`src/rtl/core/pyt_pkg.sv`:
```
// Shared types, constants and saturation helpers for the planar yaw pose transform.
// No dependencies; every other file of the block but the assertion header imports this package.
package pyt_pkg;

  localparam int TRIG_ITERATIONS = 16;
  localparam int TABLE_LEN       = 24;
  localparam int NUM_ITER        = (TRIG_ITERATIONS < TABLE_LEN) ? TRIG_ITERATIONS : TABLE_LEN;
  localparam int ITER_W          = $clog2(NUM_ITER);
  localparam int TBL_W           = $clog2(TABLE_LEN);

  localparam int FUNC_W   = 2;
  localparam int ANGLE_W  = 17;
  localparam int COORD_W  = 32;
  localparam int TRIG_W   = 16;
  localparam int CORDIC_W = 18;
  localparam int Z_W      = 32;
  localparam int PROD_W   = TRIG_W + COORD_W;
  localparam int FRAC_SH  = 15;
  localparam int ZSCALE_SH = 13;
  localparam int CFG_IDX_W = 2;
  localparam int STEP_W   = 3;

  localparam logic signed [CORDIC_W-1:0] FULL_TURN    = 18'sd46080;
  localparam logic signed [CORDIC_W-1:0] HALF_TURN    = 18'sd23040;
  localparam logic signed [CORDIC_W-1:0] QUARTER_TURN = 18'sd11520;
  localparam logic signed [CORDIC_W-1:0] CORDIC_GAIN  = 18'sd19898;

  localparam logic signed [32:0] S32_MAX = 33'sd2147483647;
  localparam logic signed [32:0] S32_MIN = -33'sd2147483648;
  localparam logic signed [32:0] S16_MAX = 33'sd32767;
  localparam logic signed [32:0] S16_MIN = -33'sd32768;

  typedef enum logic [FUNC_W-1:0] {
    FUNC_ROTATE   = 2'd0,
    FUNC_MOVE     = 2'd1,
    FUNC_POINT    = 2'd2,
    FUNC_POSITION = 2'd3
  } func_e;

  typedef enum logic [CFG_IDX_W-1:0] {
    CFG_CENTER_X = 2'd0,
    CFG_CENTER_Y = 2'd1,
    CFG_CENTER_Z = 2'd2
  } cfg_reg_e;

  typedef enum logic [2:0] {
    ST_IDLE,
    ST_ROTATE,
    ST_TRIG_YAW,
    ST_TRIG_ELEV,
    ST_MOVE,
    ST_POINT,
    ST_POSITION,
    ST_DONE
  } state_e;

  typedef struct packed {
    logic                      start;
    logic signed [ANGLE_W-1:0] angle;
  } cordic_req_t;

  typedef struct packed {
    logic                     done;
    logic signed [TRIG_W-1:0] sin_v;
    logic signed [TRIG_W-1:0] cos_v;
  } cordic_rsp_t;

  // atan(2^-i) in units of 2^-20 degree
  function automatic logic signed [Z_W-1:0] atan_lut(input logic [TBL_W-1:0] idx);
    logic signed [Z_W-1:0] v;
    case (idx)
      5'd0:    v = 32'sd47185920;
      5'd1:    v = 32'sd27855475;
      5'd2:    v = 32'sd14718068;
      5'd3:    v = 32'sd7471121;
      5'd4:    v = 32'sd3750058;
      5'd5:    v = 32'sd1876857;
      5'd6:    v = 32'sd938658;
      5'd7:    v = 32'sd469357;
      5'd8:    v = 32'sd234682;
      5'd9:    v = 32'sd117342;
      5'd10:   v = 32'sd58671;
      5'd11:   v = 32'sd29335;
      5'd12:   v = 32'sd14668;
      5'd13:   v = 32'sd7334;
      5'd14:   v = 32'sd3667;
      5'd15:   v = 32'sd1833;
      5'd16:   v = 32'sd917;
      5'd17:   v = 32'sd458;
      5'd18:   v = 32'sd229;
      5'd19:   v = 32'sd115;
      5'd20:   v = 32'sd57;
      5'd21:   v = 32'sd29;
      5'd22:   v = 32'sd14;
      5'd23:   v = 32'sd7;
      default: v = '0;
    endcase
    return v;
  endfunction

  function automatic logic signed [31:0] sat32(input logic signed [32:0] v);
    logic signed [31:0] r;
    if (v > S32_MAX) begin
      r = 32'sh7FFFFFFF;
    end else if (v < S32_MIN) begin
      r = 32'sh80000000;
    end else begin
      r = v[31:0];
    end
    return r;
  endfunction

  function automatic logic signed [15:0] sat16(input logic signed [32:0] v);
    logic signed [15:0] r;
    if (v > S16_MAX) begin
      r = 16'sh7FFF;
    end else if (v < S16_MIN) begin
      r = 16'sh8000;
    end else begin
      r = v[15:0];
    end
    return r;
  endfunction

endpackage

```
`src/rtl/core/pyt_in_if.sv`:
```
// Input channel of the pose transform: valid/ready plus one command beat.
// Depends on pyt_pkg for field widths.
interface pyt_in_if import pyt_pkg::*; ();
  logic                      valid;
  logic                      ready;
  logic [FUNC_W-1:0]         func;
  logic signed [ANGLE_W-1:0] angle;
  logic signed [COORD_W-1:0] distance;
  logic signed [COORD_W-1:0] point_x;
  logic signed [COORD_W-1:0] point_y;
  logic signed [COORD_W-1:0] point_z;

  modport source (
    output valid, func, angle, distance, point_x, point_y, point_z,
    input  ready
  );
  modport sink (
    input  valid, func, angle, distance, point_x, point_y, point_z,
    output ready
  );
endinterface

```
`src/rtl/core/pyt_out_if.sv`:
```
// Output channel of the pose transform: valid/ready plus one result beat.
// Depends on pyt_pkg for field widths.
interface pyt_out_if import pyt_pkg::*; ();
  logic                      valid;
  logic                      ready;
  logic signed [COORD_W-1:0] out_x;
  logic signed [COORD_W-1:0] out_y;
  logic signed [COORD_W-1:0] out_z;
  logic signed [ANGLE_W-1:0] yaw_now;

  modport source (
    output valid, out_x, out_y, out_z, yaw_now,
    input  ready
  );
  modport sink (
    input  valid, out_x, out_y, out_z, yaw_now,
    output ready
  );
endinterface

```
`src/rtl/core/pyt_cordic.sv`:
```
// Iterative rotation-mode CORDIC: angle in 1/128 degree to Q1.15 sine and cosine.
// One micro-rotation per cycle; depends on pyt_pkg.
module pyt_cordic import pyt_pkg::*; (
  input  logic        clk_i,
  input  logic        rst_ni,
  input  cordic_req_t req_i,
  output cordic_rsp_t rsp_o
);

  logic                       run_q, run_d;
  logic                       done_q, done_d;
  logic                       neg_q, neg_d;
  logic [ITER_W-1:0]          iter_q, iter_d;
  logic signed [CORDIC_W-1:0] x_q, x_d, y_q, y_d;
  logic signed [Z_W-1:0]      z_q, z_d;

  logic signed [CORDIC_W-1:0] a, r0, r1, r2;
  logic                       fold;
  logic signed [CORDIC_W-1:0] dx, dy;
  logic signed [Z_W-1:0]      atan_v;
  logic signed [TRIG_W-1:0]   cos_pos;

  // Reduce to [-90, 90] degrees, folding through 180 with cosine negated.
  always_comb begin
    a = CORDIC_W'(req_i.angle);
    if (a < 0) begin
      r0 = a + FULL_TURN;
      if (r0 < 0) begin
        r0 = r0 + FULL_TURN;
      end
    end else if (a >= FULL_TURN) begin
      r0 = a - FULL_TURN;
    end else begin
      r0 = a;
    end
    r1 = (r0 >= HALF_TURN) ? r0 - FULL_TURN : r0;
    fold = 1'b0;
    if (r1 > QUARTER_TURN) begin
      r2   = HALF_TURN - r1;
      fold = 1'b1;
    end else if (r1 < -QUARTER_TURN) begin
      r2   = -HALF_TURN - r1;
      fold = 1'b1;
    end else begin
      r2 = r1;
    end
  end

  assign dx     = y_q >>> iter_q;
  assign dy     = x_q >>> iter_q;
  assign atan_v = atan_lut(TBL_W'(iter_q));

  always_comb begin
    run_d  = run_q;
    done_d = 1'b0;
    neg_d  = neg_q;
    iter_d = iter_q;
    x_d    = x_q;
    y_d    = y_q;
    z_d    = z_q;
    if (run_q) begin
      if (!z_q[Z_W-1]) begin
        x_d = x_q - dx;
        y_d = y_q + dy;
        z_d = z_q - atan_v;
      end else begin
        x_d = x_q + dx;
        y_d = y_q - dy;
        z_d = z_q + atan_v;
      end
      iter_d = iter_q + 1'b1;
      if (iter_q == ITER_W'(NUM_ITER - 1)) begin
        run_d  = 1'b0;
        done_d = 1'b1;
      end
    end else if (req_i.start) begin
      run_d  = 1'b1;
      neg_d  = fold;
      iter_d = '0;
      x_d    = CORDIC_GAIN;
      y_d    = '0;
      z_d    = Z_W'(r2) <<< ZSCALE_SH;
    end
  end

  always_ff @(posedge clk_i or negedge rst_ni) begin
    if (!rst_ni) begin
      run_q  <= 1'b0;
      done_q <= 1'b0;
    end else begin
      run_q  <= run_d;
      done_q <= done_d;
    end
  end

  always_ff @(posedge clk_i) begin
    neg_q  <= neg_d;
    iter_q <= iter_d;
    x_q    <= x_d;
    y_q    <= y_d;
    z_q    <= z_d;
  end

  assign cos_pos     = sat16(33'(x_q));
  assign rsp_o.done  = done_q;
  assign rsp_o.sin_v = sat16(33'(y_q));
  assign rsp_o.cos_v = neg_q ? sat16(-(33'(cos_pos))) : cos_pos;

endmodule

```
`src/rtl/core/planar_yaw_pose_transform.sv`:
```
// Planar yaw pose transform: keeps a body pose (yaw in 1/128 degree, Q16.16 offset)
// and serves rotate, move, point-transform and position commands one at a time.
// Depends on pyt_pkg, pyt_in_if, pyt_out_if and pyt_cordic.
//
// One command beat in, one result beat out. in_i.ready is high only while the
// sequencer is idle; a finished result sits in an output register, so the next
// command is taken while the previous result still waits on out_o. Another
// command can be accepted in the cycle after the result is loaded. The CORDIC
// unit does one micro-rotation per cycle and runs once per sine/cosine pair
// (twice for move: yaw, then elevation); the sequencer steps the single shared
// multiplier and saturating adder through one product and one sum per cycle.
// Center registers are written on cfg_we_i by index (0 x, 1 y, 2 z); index 3 is
// dropped. Write them only while the block is idle.
module planar_yaw_pose_transform import pyt_pkg::*; (
  input  logic                  clk_i,
  input  logic                  rst_ni,
  input  logic                  cfg_we_i,
  input  logic [CFG_IDX_W-1:0]  cfg_idx_i,
  input  logic [COORD_W-1:0]    cfg_data_i,
  pyt_in_if.sink                in_i,
  pyt_out_if.source             out_o
);

  // Sequencer
  state_e              state_q, state_d;
  logic [STEP_W-1:0]   step_q, step_d;

  // Captured command beat
  func_e                     func_q, func_d;
  logic signed [ANGLE_W-1:0] ang_q, ang_d;
  logic signed [COORD_W-1:0] dist_q, dist_d;
  logic signed [COORD_W-1:0] px_q, px_d, py_q, py_d, pz_q, pz_d;

  // Pose and configuration
  logic signed [ANGLE_W-1:0] yaw_q, yaw_d;
  logic signed [COORD_W-1:0] off0_q, off0_d, off1_q, off1_d, off2_q, off2_d;
  logic signed [COORD_W-1:0] ctr_x_q, ctr_x_d, ctr_y_q, ctr_y_d, ctr_z_q, ctr_z_d;

  // Working registers
  logic signed [TRIG_W-1:0]  sy_q, sy_d, cy_q, cy_d, se_q, se_d, ce_q, ce_d;
  logic signed [TRIG_W-1:0]  dir0_q, dir0_d, dir1_q, dir1_d;
  logic signed [COORD_W-1:0] t_q, t_d, u_q, u_d;
  logic signed [COORD_W-1:0] res0_q, res0_d, res1_q, res1_d, res2_q, res2_d;
  logic signed [PROD_W-1:0]  prod_q, prod_d;

  // Output register
  logic                      out_valid_q, out_valid_d;
  logic signed [COORD_W-1:0] out_x_q, out_x_d, out_y_q, out_y_d, out_z_q, out_z_d;
  logic signed [ANGLE_W-1:0] out_yaw_q, out_yaw_d;

  // Shared datapath
  logic signed [TRIG_W-1:0]  mul_a;
  logic signed [COORD_W-1:0] mul_b;
  logic signed [32:0]        p15;
  logic signed [COORD_W-1:0] p15_s32;
  logic signed [TRIG_W-1:0]  p15_s16;
  logic signed [COORD_W-1:0] add_a, add_b, add_y;
  logic                      add_sub;

  // Yaw wrap
  logic signed [CORDIC_W-1:0] ysum, ywrap1, ywrap2;

  logic        in_accept;
  logic        out_load;
  cordic_req_t cordic_req;
  cordic_rsp_t cordic_rsp;

  pyt_cordic u_cordic (
    .clk_i  (clk_i),
    .rst_ni (rst_ni),
    .req_i  (cordic_req),
    .rsp_o  (cordic_rsp)
  );

  assign in_i.ready = (state_q == ST_IDLE);
  assign in_accept  = in_i.valid && in_i.ready;

  // One signed multiply per cycle; the Q1.15 product is taken from the register.
  assign prod_d  = mul_a * mul_b;
  assign p15     = prod_q[PROD_W-1:FRAC_SH];
  assign p15_s32 = sat32(p15);
  assign p15_s16 = sat16(p15);

  // One saturating add or subtract per cycle.
  assign add_y = add_sub ? sat32(33'(add_a) - 33'(add_b)) : sat32(33'(add_a) + 33'(add_b));

  // Wrap the yaw sum into the open interval (-360, 360) degrees; two steps cover
  // every 17-bit delta.
  always_comb begin
    ysum = CORDIC_W'(yaw_q) + CORDIC_W'(ang_q);
    if (ysum >= FULL_TURN) begin
      ywrap1 = ysum - FULL_TURN;
    end else if (ysum <= -FULL_TURN) begin
      ywrap1 = ysum + FULL_TURN;
    end else begin
      ywrap1 = ysum;
    end
    if (ywrap1 >= FULL_TURN) begin
      ywrap2 = ywrap1 - FULL_TURN;
    end else if (ywrap1 <= -FULL_TURN) begin
      ywrap2 = ywrap1 + FULL_TURN;
    end else begin
      ywrap2 = ywrap1;
    end
  end

  always_comb begin
    state_d = state_q;
    step_d  = step_q;
    func_d  = func_q;
    ang_d   = ang_q;
    dist_d  = dist_q;
    px_d    = px_q;
    py_d    = py_q;
    pz_d    = pz_q;
    yaw_d   = yaw_q;
    off0_d  = off0_q;
    off1_d  = off1_q;
    off2_d  = off2_q;
    ctr_x_d = ctr_x_q;
    ctr_y_d = ctr_y_q;
    ctr_z_d = ctr_z_q;
    sy_d    = sy_q;
    cy_d    = cy_q;
    se_d    = se_q;
    ce_d    = ce_q;
    dir0_d  = dir0_q;
    dir1_d  = dir1_q;
    t_d     = t_q;
    u_d     = u_q;
    res0_d  = res0_q;
    res1_d  = res1_q;
    res2_d  = res2_q;
    mul_a   = '0;
    mul_b   = '0;
    add_a   = '0;
    add_b   = '0;
    add_sub = 1'b0;
    out_load = 1'b0;
    cordic_req = '0;

    case (state_q)
      ST_IDLE: begin
        if (in_accept) begin
          func_d = func_e'(in_i.func);
          ang_d  = in_i.angle;
          dist_d = in_i.distance;
          px_d   = in_i.point_x;
          py_d   = in_i.point_y;
          pz_d   = in_i.point_z;
          step_d = '0;
          case (func_e'(in_i.func))
            FUNC_ROTATE: begin
              state_d = ST_ROTATE;
            end
            FUNC_MOVE, FUNC_POINT: begin
              // Start the yaw sine/cosine right away.
              cordic_req.start = 1'b1;
              cordic_req.angle = yaw_q;
              state_d          = ST_TRIG_YAW;
            end
            default: begin
              state_d = ST_POSITION;
            end
          endcase
        end
      end

      ST_ROTATE: begin
        yaw_d   = ywrap2[ANGLE_W-1:0];
        res0_d  = off0_q;
        res1_d  = off1_q;
        res2_d  = off2_q;
        state_d = ST_DONE;
      end

      ST_TRIG_YAW: begin
        if (cordic_rsp.done) begin
          sy_d   = cordic_rsp.sin_v;
          cy_d   = cordic_rsp.cos_v;
          step_d = '0;
          if (func_q == FUNC_MOVE) begin
            // Chain the elevation pass behind the yaw pass.
            cordic_req.start = 1'b1;
            cordic_req.angle = ang_q;
            state_d          = ST_TRIG_ELEV;
          end else begin
            state_d = ST_POINT;
          end
        end
      end

      ST_TRIG_ELEV: begin
        if (cordic_rsp.done) begin
          se_d    = cordic_rsp.sin_v;
          ce_d    = cordic_rsp.cos_v;
          step_d  = '0;
          state_d = ST_MOVE;
        end
      end

      // dir = (cy*ce, sy*ce, se); offset += dir * distance, component by component.
      ST_MOVE: begin
        step_d = step_q + 1'b1;
        case (step_q)
          3'd0: begin
            mul_a = cy_q;
            mul_b = COORD_W'(ce_q);
          end
          3'd1: begin
            dir0_d = p15_s16;
            mul_a  = sy_q;
            mul_b  = COORD_W'(ce_q);
          end
          3'd2: begin
            dir1_d = p15_s16;
            mul_a  = dir0_q;
            mul_b  = dist_q;
          end
          3'd3: begin
            add_a  = off0_q;
            add_b  = p15_s32;
            off0_d = add_y;
            res0_d = add_y;
            mul_a  = dir1_q;
            mul_b  = dist_q;
          end
          3'd4: begin
            add_a  = off1_q;
            add_b  = p15_s32;
            off1_d = add_y;
            res1_d = add_y;
            mul_a  = se_q;
            mul_b  = dist_q;
          end
          3'd5: begin
            add_a   = off2_q;
            add_b   = p15_s32;
            off2_d  = add_y;
            res2_d  = add_y;
            state_d = ST_DONE;
          end
          default: begin
            state_d = ST_DONE;
          end
        endcase
      end

      // x' = c*px - s*py + ox, y' = s*px + c*py + oy, z' = pz + oz.
      ST_POINT: begin
        step_d = step_q + 1'b1;
        case (step_q)
          3'd0: begin
            mul_a = cy_q;
            mul_b = px_q;
          end
          3'd1: begin
            t_d   = p15_s32;
            mul_a = sy_q;
            mul_b = py_q;
          end
          3'd2: begin
            add_a   = t_q;
            add_b   = p15_s32;
            add_sub = 1'b1;
            t_d     = add_y;
            mul_a   = sy_q;
            mul_b   = px_q;
          end
          3'd3: begin
            add_a  = t_q;
            add_b  = off0_q;
            res0_d = add_y;
            u_d    = p15_s32;
            mul_a  = cy_q;
            mul_b  = py_q;
          end
          3'd4: begin
            add_a = u_q;
            add_b = p15_s32;
            u_d   = add_y;
          end
          3'd5: begin
            add_a  = u_q;
            add_b  = off1_q;
            res1_d = add_y;
          end
          3'd6: begin
            add_a   = pz_q;
            add_b   = off2_q;
            res2_d  = add_y;
            state_d = ST_DONE;
          end
          default: begin
            state_d = ST_DONE;
          end
        endcase
      end

      ST_POSITION: begin
        step_d = step_q + 1'b1;
        case (step_q)
          3'd0: begin
            add_a  = ctr_x_q;
            add_b  = off0_q;
            res0_d = add_y;
          end
          3'd1: begin
            add_a  = ctr_y_q;
            add_b  = off1_q;
            res1_d = add_y;
          end
          default: begin
            add_a   = ctr_z_q;
            add_b   = off2_q;
            res2_d  = add_y;
            state_d = ST_DONE;
          end
        endcase
      end

      ST_DONE: begin
        // Hold until the output register is free or being drained.
        if (!out_valid_q || out_o.ready) begin
          out_load = 1'b1;
          state_d  = ST_IDLE;
        end
      end

      default: begin
        state_d = ST_IDLE;
      end
    endcase

    if (cfg_we_i) begin
      case (cfg_reg_e'(cfg_idx_i))
        CFG_CENTER_X: ctr_x_d = cfg_data_i;
        CFG_CENTER_Y: ctr_y_d = cfg_data_i;
        CFG_CENTER_Z: ctr_z_d = cfg_data_i;
        default: ;
      endcase
    end
  end

  // Output register: load on completion, drop on a taken beat.
  always_comb begin
    out_valid_d = out_valid_q;
    out_x_d     = out_x_q;
    out_y_d     = out_y_q;
    out_z_d     = out_z_q;
    out_yaw_d   = out_yaw_q;
    if (out_o.valid && out_o.ready) begin
      out_valid_d = 1'b0;
    end
    if (out_load) begin
      out_valid_d = 1'b1;
      out_x_d     = res0_q;
      out_y_d     = res1_q;
      out_z_d     = res2_q;
      out_yaw_d   = yaw_q;
    end
  end

  always_ff @(posedge clk_i or negedge rst_ni) begin
    if (!rst_ni) begin
      state_q     <= ST_IDLE;
      step_q      <= '0;
      out_valid_q <= 1'b0;
      yaw_q       <= '0;
      off0_q      <= '0;
      off1_q      <= '0;
      off2_q      <= '0;
      ctr_x_q     <= '0;
      ctr_y_q     <= '0;
      ctr_z_q     <= '0;
    end else begin
      state_q     <= state_d;
      step_q      <= step_d;
      out_valid_q <= out_valid_d;
      yaw_q       <= yaw_d;
      off0_q      <= off0_d;
      off1_q      <= off1_d;
      off2_q      <= off2_d;
      ctr_x_q     <= ctr_x_d;
      ctr_y_q     <= ctr_y_d;
      ctr_z_q     <= ctr_z_d;
    end
  end

  always_ff @(posedge clk_i) begin
    func_q    <= func_d;
    ang_q     <= ang_d;
    dist_q    <= dist_d;
    px_q      <= px_d;
    py_q      <= py_d;
    pz_q      <= pz_d;
    sy_q      <= sy_d;
    cy_q      <= cy_d;
    se_q      <= se_d;
    ce_q      <= ce_d;
    dir0_q    <= dir0_d;
    dir1_q    <= dir1_d;
    t_q       <= t_d;
    u_q       <= u_d;
    res0_q    <= res0_d;
    res1_q    <= res1_d;
    res2_q    <= res2_d;
    prod_q    <= prod_d;
    out_x_q   <= out_x_d;
    out_y_q   <= out_y_d;
    out_z_q   <= out_z_d;
    out_yaw_q <= out_yaw_d;
  end

  assign out_o.valid   = out_valid_q;
  assign out_o.out_x   = out_x_q;
  assign out_o.out_y   = out_y_q;
  assign out_o.out_z   = out_z_q;
  assign out_o.yaw_now = out_yaw_q;

endmodule

```
`src/flat_wrapper.sv`:
```
// flat-port wrapper written by rule: the top's interface ports become plain ports
module planar_yaw_pose_transform_flat import pyt_pkg::*;
  (clk_i, rst_ni, cfg_we_i, cfg_idx_i, cfg_data_i, in_i_valid, in_i_func, in_i_angle, in_i_distance, in_i_point_x, in_i_point_y, in_i_point_z, in_i_ready, out_o_valid, out_o_out_x, out_o_out_y, out_o_out_z, out_o_yaw_now, out_o_ready);
  pyt_in_if in_i_i ();
  pyt_out_if out_o_i ();
  input  logic clk_i;
  input  logic rst_ni;
  input  logic cfg_we_i;
  input  logic [CFG_IDX_W-1:0] cfg_idx_i;
  input  logic [COORD_W-1:0] cfg_data_i;
  input wire logic [$bits(in_i_i.valid)-1:0] in_i_valid;
  input wire logic [$bits(in_i_i.func)-1:0] in_i_func;
  input wire logic [$bits(in_i_i.angle)-1:0] in_i_angle;
  input wire logic [$bits(in_i_i.distance)-1:0] in_i_distance;
  input wire logic [$bits(in_i_i.point_x)-1:0] in_i_point_x;
  input wire logic [$bits(in_i_i.point_y)-1:0] in_i_point_y;
  input wire logic [$bits(in_i_i.point_z)-1:0] in_i_point_z;
  output wire logic [$bits(in_i_i.ready)-1:0] in_i_ready;
  output wire logic [$bits(out_o_i.valid)-1:0] out_o_valid;
  output wire logic [$bits(out_o_i.out_x)-1:0] out_o_out_x;
  output wire logic [$bits(out_o_i.out_y)-1:0] out_o_out_y;
  output wire logic [$bits(out_o_i.out_z)-1:0] out_o_out_z;
  output wire logic [$bits(out_o_i.yaw_now)-1:0] out_o_yaw_now;
  input wire logic [$bits(out_o_i.ready)-1:0] out_o_ready;
  assign in_i_i.valid = in_i_valid;
  assign in_i_i.func = in_i_func;
  assign in_i_i.angle = in_i_angle;
  assign in_i_i.distance = in_i_distance;
  assign in_i_i.point_x = in_i_point_x;
  assign in_i_i.point_y = in_i_point_y;
  assign in_i_i.point_z = in_i_point_z;
  assign in_i_ready = in_i_i.ready;
  assign out_o_valid = out_o_i.valid;
  assign out_o_out_x = out_o_i.out_x;
  assign out_o_out_y = out_o_i.out_y;
  assign out_o_out_z = out_o_i.out_z;
  assign out_o_yaw_now = out_o_i.yaw_now;
  assign out_o_i.ready = out_o_ready;
  planar_yaw_pose_transform u_core (.clk_i(clk_i), .rst_ni(rst_ni), .cfg_we_i(cfg_we_i), .cfg_idx_i(cfg_idx_i), .cfg_data_i(cfg_data_i), .in_i(in_i_i), .out_o(out_o_i));
endmodule
```
`config.mk`:
```
export PLATFORM = sky130hd
export DESIGN_NAME = planar_yaw_pose_transform_flat
export DESIGN_NICKNAME = d
export VERILOG_FILES = /design/src/rtl/core/pyt_pkg.sv /design/src/rtl/core/pyt_in_if.sv /design/src/rtl/core/pyt_out_if.sv /design/src/rtl/core/pyt_cordic.sv /design/src/rtl/core/planar_yaw_pose_transform.sv /design/src/flat_wrapper.sv
export SDC_FILE = /design/constraint.sdc
export NUM_CORES = 2
export LEC_CHECK = 0
export BUFFER_PORTS_ARGS = -buffer_cell sky130_fd_sc_hd__buf_2
export CORE_ASPECT_RATIO = 1.1
export CORE_MARGIN = 2
export CORE_UTILIZATION = 60
export CTS_CLUSTER_SIZE = 24
export DETAILED_ROUTE_END_ITERATION = 8
export PLACE_DENSITY_LB_ADDON = 0.12
export SYNTH_ARGS = -nofsm -noshare
export SYNTH_HDL_FRONTEND = slang
export SYNTH_SLANG_ARGS = --single-unit
```
`constraint.sdc`:
```
create_clock -name clk_i -period 12.37 [get_ports clk_i]
set_input_delay 2.474 -clock clk_i [delete_from_list [all_inputs] [get_ports clk_i]]
set_output_delay 2.474 -clock clk_i [all_outputs]
set_load 0.1 [all_outputs]
```
==> flow_summary.json <==
{
  "fin_skew_ns": 0.0603,
  "die_y_um": 352,
  "ys_types": 117,
  "fmax_mhz": 95.7,
  "syn_avg_cell_area_um2": 9.75,
  "post-route-period-util_pct": 84.5,
  "worst_pin_slew_ns": 1.25,
  "grt_max_degree": 99,
  "power.density_nw_per_um2": 314,
  "fin_nets": 7880,
  "critPathMaxStageDelay_ns": 0.70,
  "sequentialPowerShare_pct": 21.9,
  "crit_path_end_kind": "register",
  "area_delta_synth_final_pct": 9.28,
  "hold_viol_final": 0,
  "layout_min_cycle_time_ns": 10.45,
  "final_layout_size_suffix_gt1_share_pct": 11.6,
  "cp.arrival_ns": 11.05,
  "ys_seq_elements": 866,
  "grt_pass1_wl_um": 317000,
  "slew-limit-headroom_pct": 16.3,
  "status": "finished, violations left",
  "setup_tns_ns": 0,
  "synth_edf_count": 589,
  "ctsHtreeMaxLevel": 3,
  "ant_nets": 0,
  "crit_required_ns": 12.98,
  "grt_antenna_before_repair": 5,
  "netlist_top_cells_count": "nand2_1, inv_1, nor2_1",
  "p_leak_nw": 30.2,
  "start_util_pct": 60.6,
  "dr.pass1.iters": 9,
  "gp_congestion": 0.999,
  "async_flop_share_pct": 25.2,
  "rsz0062_at_grt": "false",
  "reg2reg_depth": 34,
  "post_cts_buffers": 0,
  "finalInstanceArea_um2": 72300,
  "dieArea_um2": 113000,
  "slew_violations": 0,
  "syn_inst": 6780,
  "synth_area_um2": 66100,
  "cts_buffers": 92,
  "drc": 1,
  "worst_hold_path.num_cells": 0,
  "core_um2": 109000,
  "pre_cts_ws_ns": 2.01,
  "clk_latency_ns": 0.73,
  "synthTopCellsByArea": "edfxtp_1, fa_1, dfrtp_1, ha_1, nand2_1",
  "start_kind": "register",
  "io_pins": 301,
  "grtUsageTotal_pct": 36.7,
  "vias_per_cell": 6.38,
  "synth_warnings": 0,
  "dieWidth_um": 321,
  "totalWireLength_um": 208000,
  "path_class": "register to register",
  "synth_nets": 7753,
  "grt_pass1_vias": 53700,
  "grt-ovfl-total": 0,
  "cts_num_sinks": 866,
  "switching_power_mw": 11.7,
  "worstPathMaxFanout": 37,
  "yosysSeqAreaShare_pct": 36.8,
  "dp_cells": 8232,
  "wl_per_cell_um": 24.7,
  "cts_resized": 0,
  "drv_cap": 0,
  "synth_most_common_cell": "nand2_1",
  "p_comb_share_pct": 65.2,
  "slowest_stage": "buf_4",
  "ctsHoldBuffers": 0,
  "hpwl_um": 151000,
  "swShare_pct": 51.7,
  "clock_power_share_pct": 12.9,
  "dpl_cell_area_um2": 69100,
  "clkTransAtPathRegs_ns": 0.06,
  "yosysTopAreaCellShare_pct": 26.7,
  "rrSetupSlack_ns": 1.92,
  "synth_top_flop_cell": "edfxtp_1",
  "setup_viol": 0,
  "cts_max_path_buffers": 3,
  "synth_top_area_cell": "edfxtp_1",
  "p_total_mw": 22.7,
  "cts_tree": "built",
  "port-buffer-count": 300,
  "p_int_mw": 10.9,
  "critical_path.most_common_cell": "fa_1",
  "cts_root_buffer": "clkbuf_16",
  "hold_class": "register to register",
  "failed_checks": "DRC",
  "setup_ws_ns": 1.92,
  "peakVddDrop_v": 0.000285,
  "num_rows": 127,
  "drtIter0Drc": 6379,
  "via_count": 53700,
  "final_cells": 8407
}
## layout make-up
class                      count  area [µm²]
clock buffer                 124        2610
multi-input combinational   4820       37900
inverter                     720        2700
fill                        8615       36900
antenna                        1        2.50
tap                         1419        1780
clock inverter                50         603
timing repair buffer         407        2310
sequential                   866       24300
## metal layers
metal	GRT usage, %	routed length, µm	vias up
met5	0	42	-
met2	58.9	96100	2934
met3	7.91	21700	555
met4	17.6	11000	6
met1	47.4	78800	26300
li1	-	-	23900
## per-stage QoR
step,hold slack (ns),util [%]
finish,0.404,66.2
global route,0.425,66.2
CTS,0.407,66.2
detailed placement,0.405,63.3
global placement,0.402,63.3
floorplan,0.400,-
## final timing paths
path	startpoint	endpoint
worst min register to register	u_core.res2_q[6]$_DFFE_PP_	u_core.out_o.out_z[6]$_DFFE_PP_
worst max-delay path	u_core.step_q[0]$_DFFE_PN0P_	u_core.prod_q[45]$_DFF_P_
min in group asynchronous	rst_ni	u_core.off2_q[18]$_DFFE_PN0P_
worst max register to register	u_core.step_q[0]$_DFFE_PN0P_	u_core.prod_q[45]$_DFF_P_
max in group asynchronous	rst_ni	u_core.step_q[0]$_DFFE_PN0P_
worst min-delay path	u_core.res2_q[6]$_DFFE_PP_	u_core.out_o.out_z[6]$_DFFE_PP_
## critical path, delay by kind of cell (launching register included)
| family | cells | cell delay, ns |
|---|---|---|
| fa+ha+maj | 8 | 3.73 |
| compound gates | 14 | 3.34 |
| buf+inv | 8 | 1.97 |
| simple gates | 3 | 0.78 |
| flops | 1 | 0.36 |
| xor+xnor | 1 | 0.13 |
## power by group through the flow
stage / clock network [mW] / logic, mW / registers [mW]
floorplan: 0 / 9.84 / 5.59
global placement: 0 / 14.2 / 4.97
detailed placement: 0 / 14.4 / 4.98
CTS: 2.95 / 14.5 / 4.94
global route: 3.06 / 16.1 / 5.02
finish: 2.92 / 14.8 / 4.96
## layout by cell type (no fill, tap or decap), drive strengths merged, types with 39 or more instances in the layout
cell,Yosys,final
inv,720,732
nor3,93,93
fa,492,492
a21oi,339,339
clkbuf,334,124
a21o,82,82
and2,55,55
ha,295,295
nor2,615,615
xnor2,159,159
dfxtp,59,59
a31oi,46,46
o21bai,71,71
xor2,75,75
o21ai,494,494
a221oi,39,39
dfrtp,218,218
a22oi,128,128
mux2,115,115
nand2b,51,51
o21a,42,42
nand3,63,63
mux2i,76,76
edfxtp,589,589
a222oi,73,73
buf,40,407
nand2,807,807
o22ai,75,75
## sequential cells by signal, indices dropped and copies added (netlist names), 18 cells and up
register and flops:
u_core.u_q 32, u_core.u_cordic.x_q 18, u_core.u_cordic.y_q 18, u_core.prod_q 33, u_core.res0_q 32, u_core.px_q 32, u_core.off2_q 32, u_core.ctr_y_q 32
u_core.res1_q 32, u_core.out_o.out_z 32, u_core.u_cordic.atan_v 26, u_core.ctr_z_q 32, u_core.u_cordic.z_q 32, u_core.ctr_x_q 32, u_core.t_q 32, u_core.off1_q 32
u_core.py_q 32, u_core.out_o.out_x 32, u_core.off0_q 32, u_core.res2_q 32, u_core.out_o.out_y 32, u_core.dist_q 32, u_core.pz_q 32
## logic make-up (layout without fill, tap and decap cells)
group | count (synthesis) | in the layout | synth area share, %
buf+inv | 1094 | 1301 | 6.28
mux | 211 | 211 | 3.80
xor+xnor | 234 | 234 | 3.12
compound gates | 1672 | 1672 | 16.7
simple gates | 1885 | 1885 | 12.4
other cells | 0 | 1 | 0
fa+ha+maj | 818 | 818 | 20.9
flops | 866 | 866 | 36.8
Note: power is estimated with default switching activity, not from simulation.
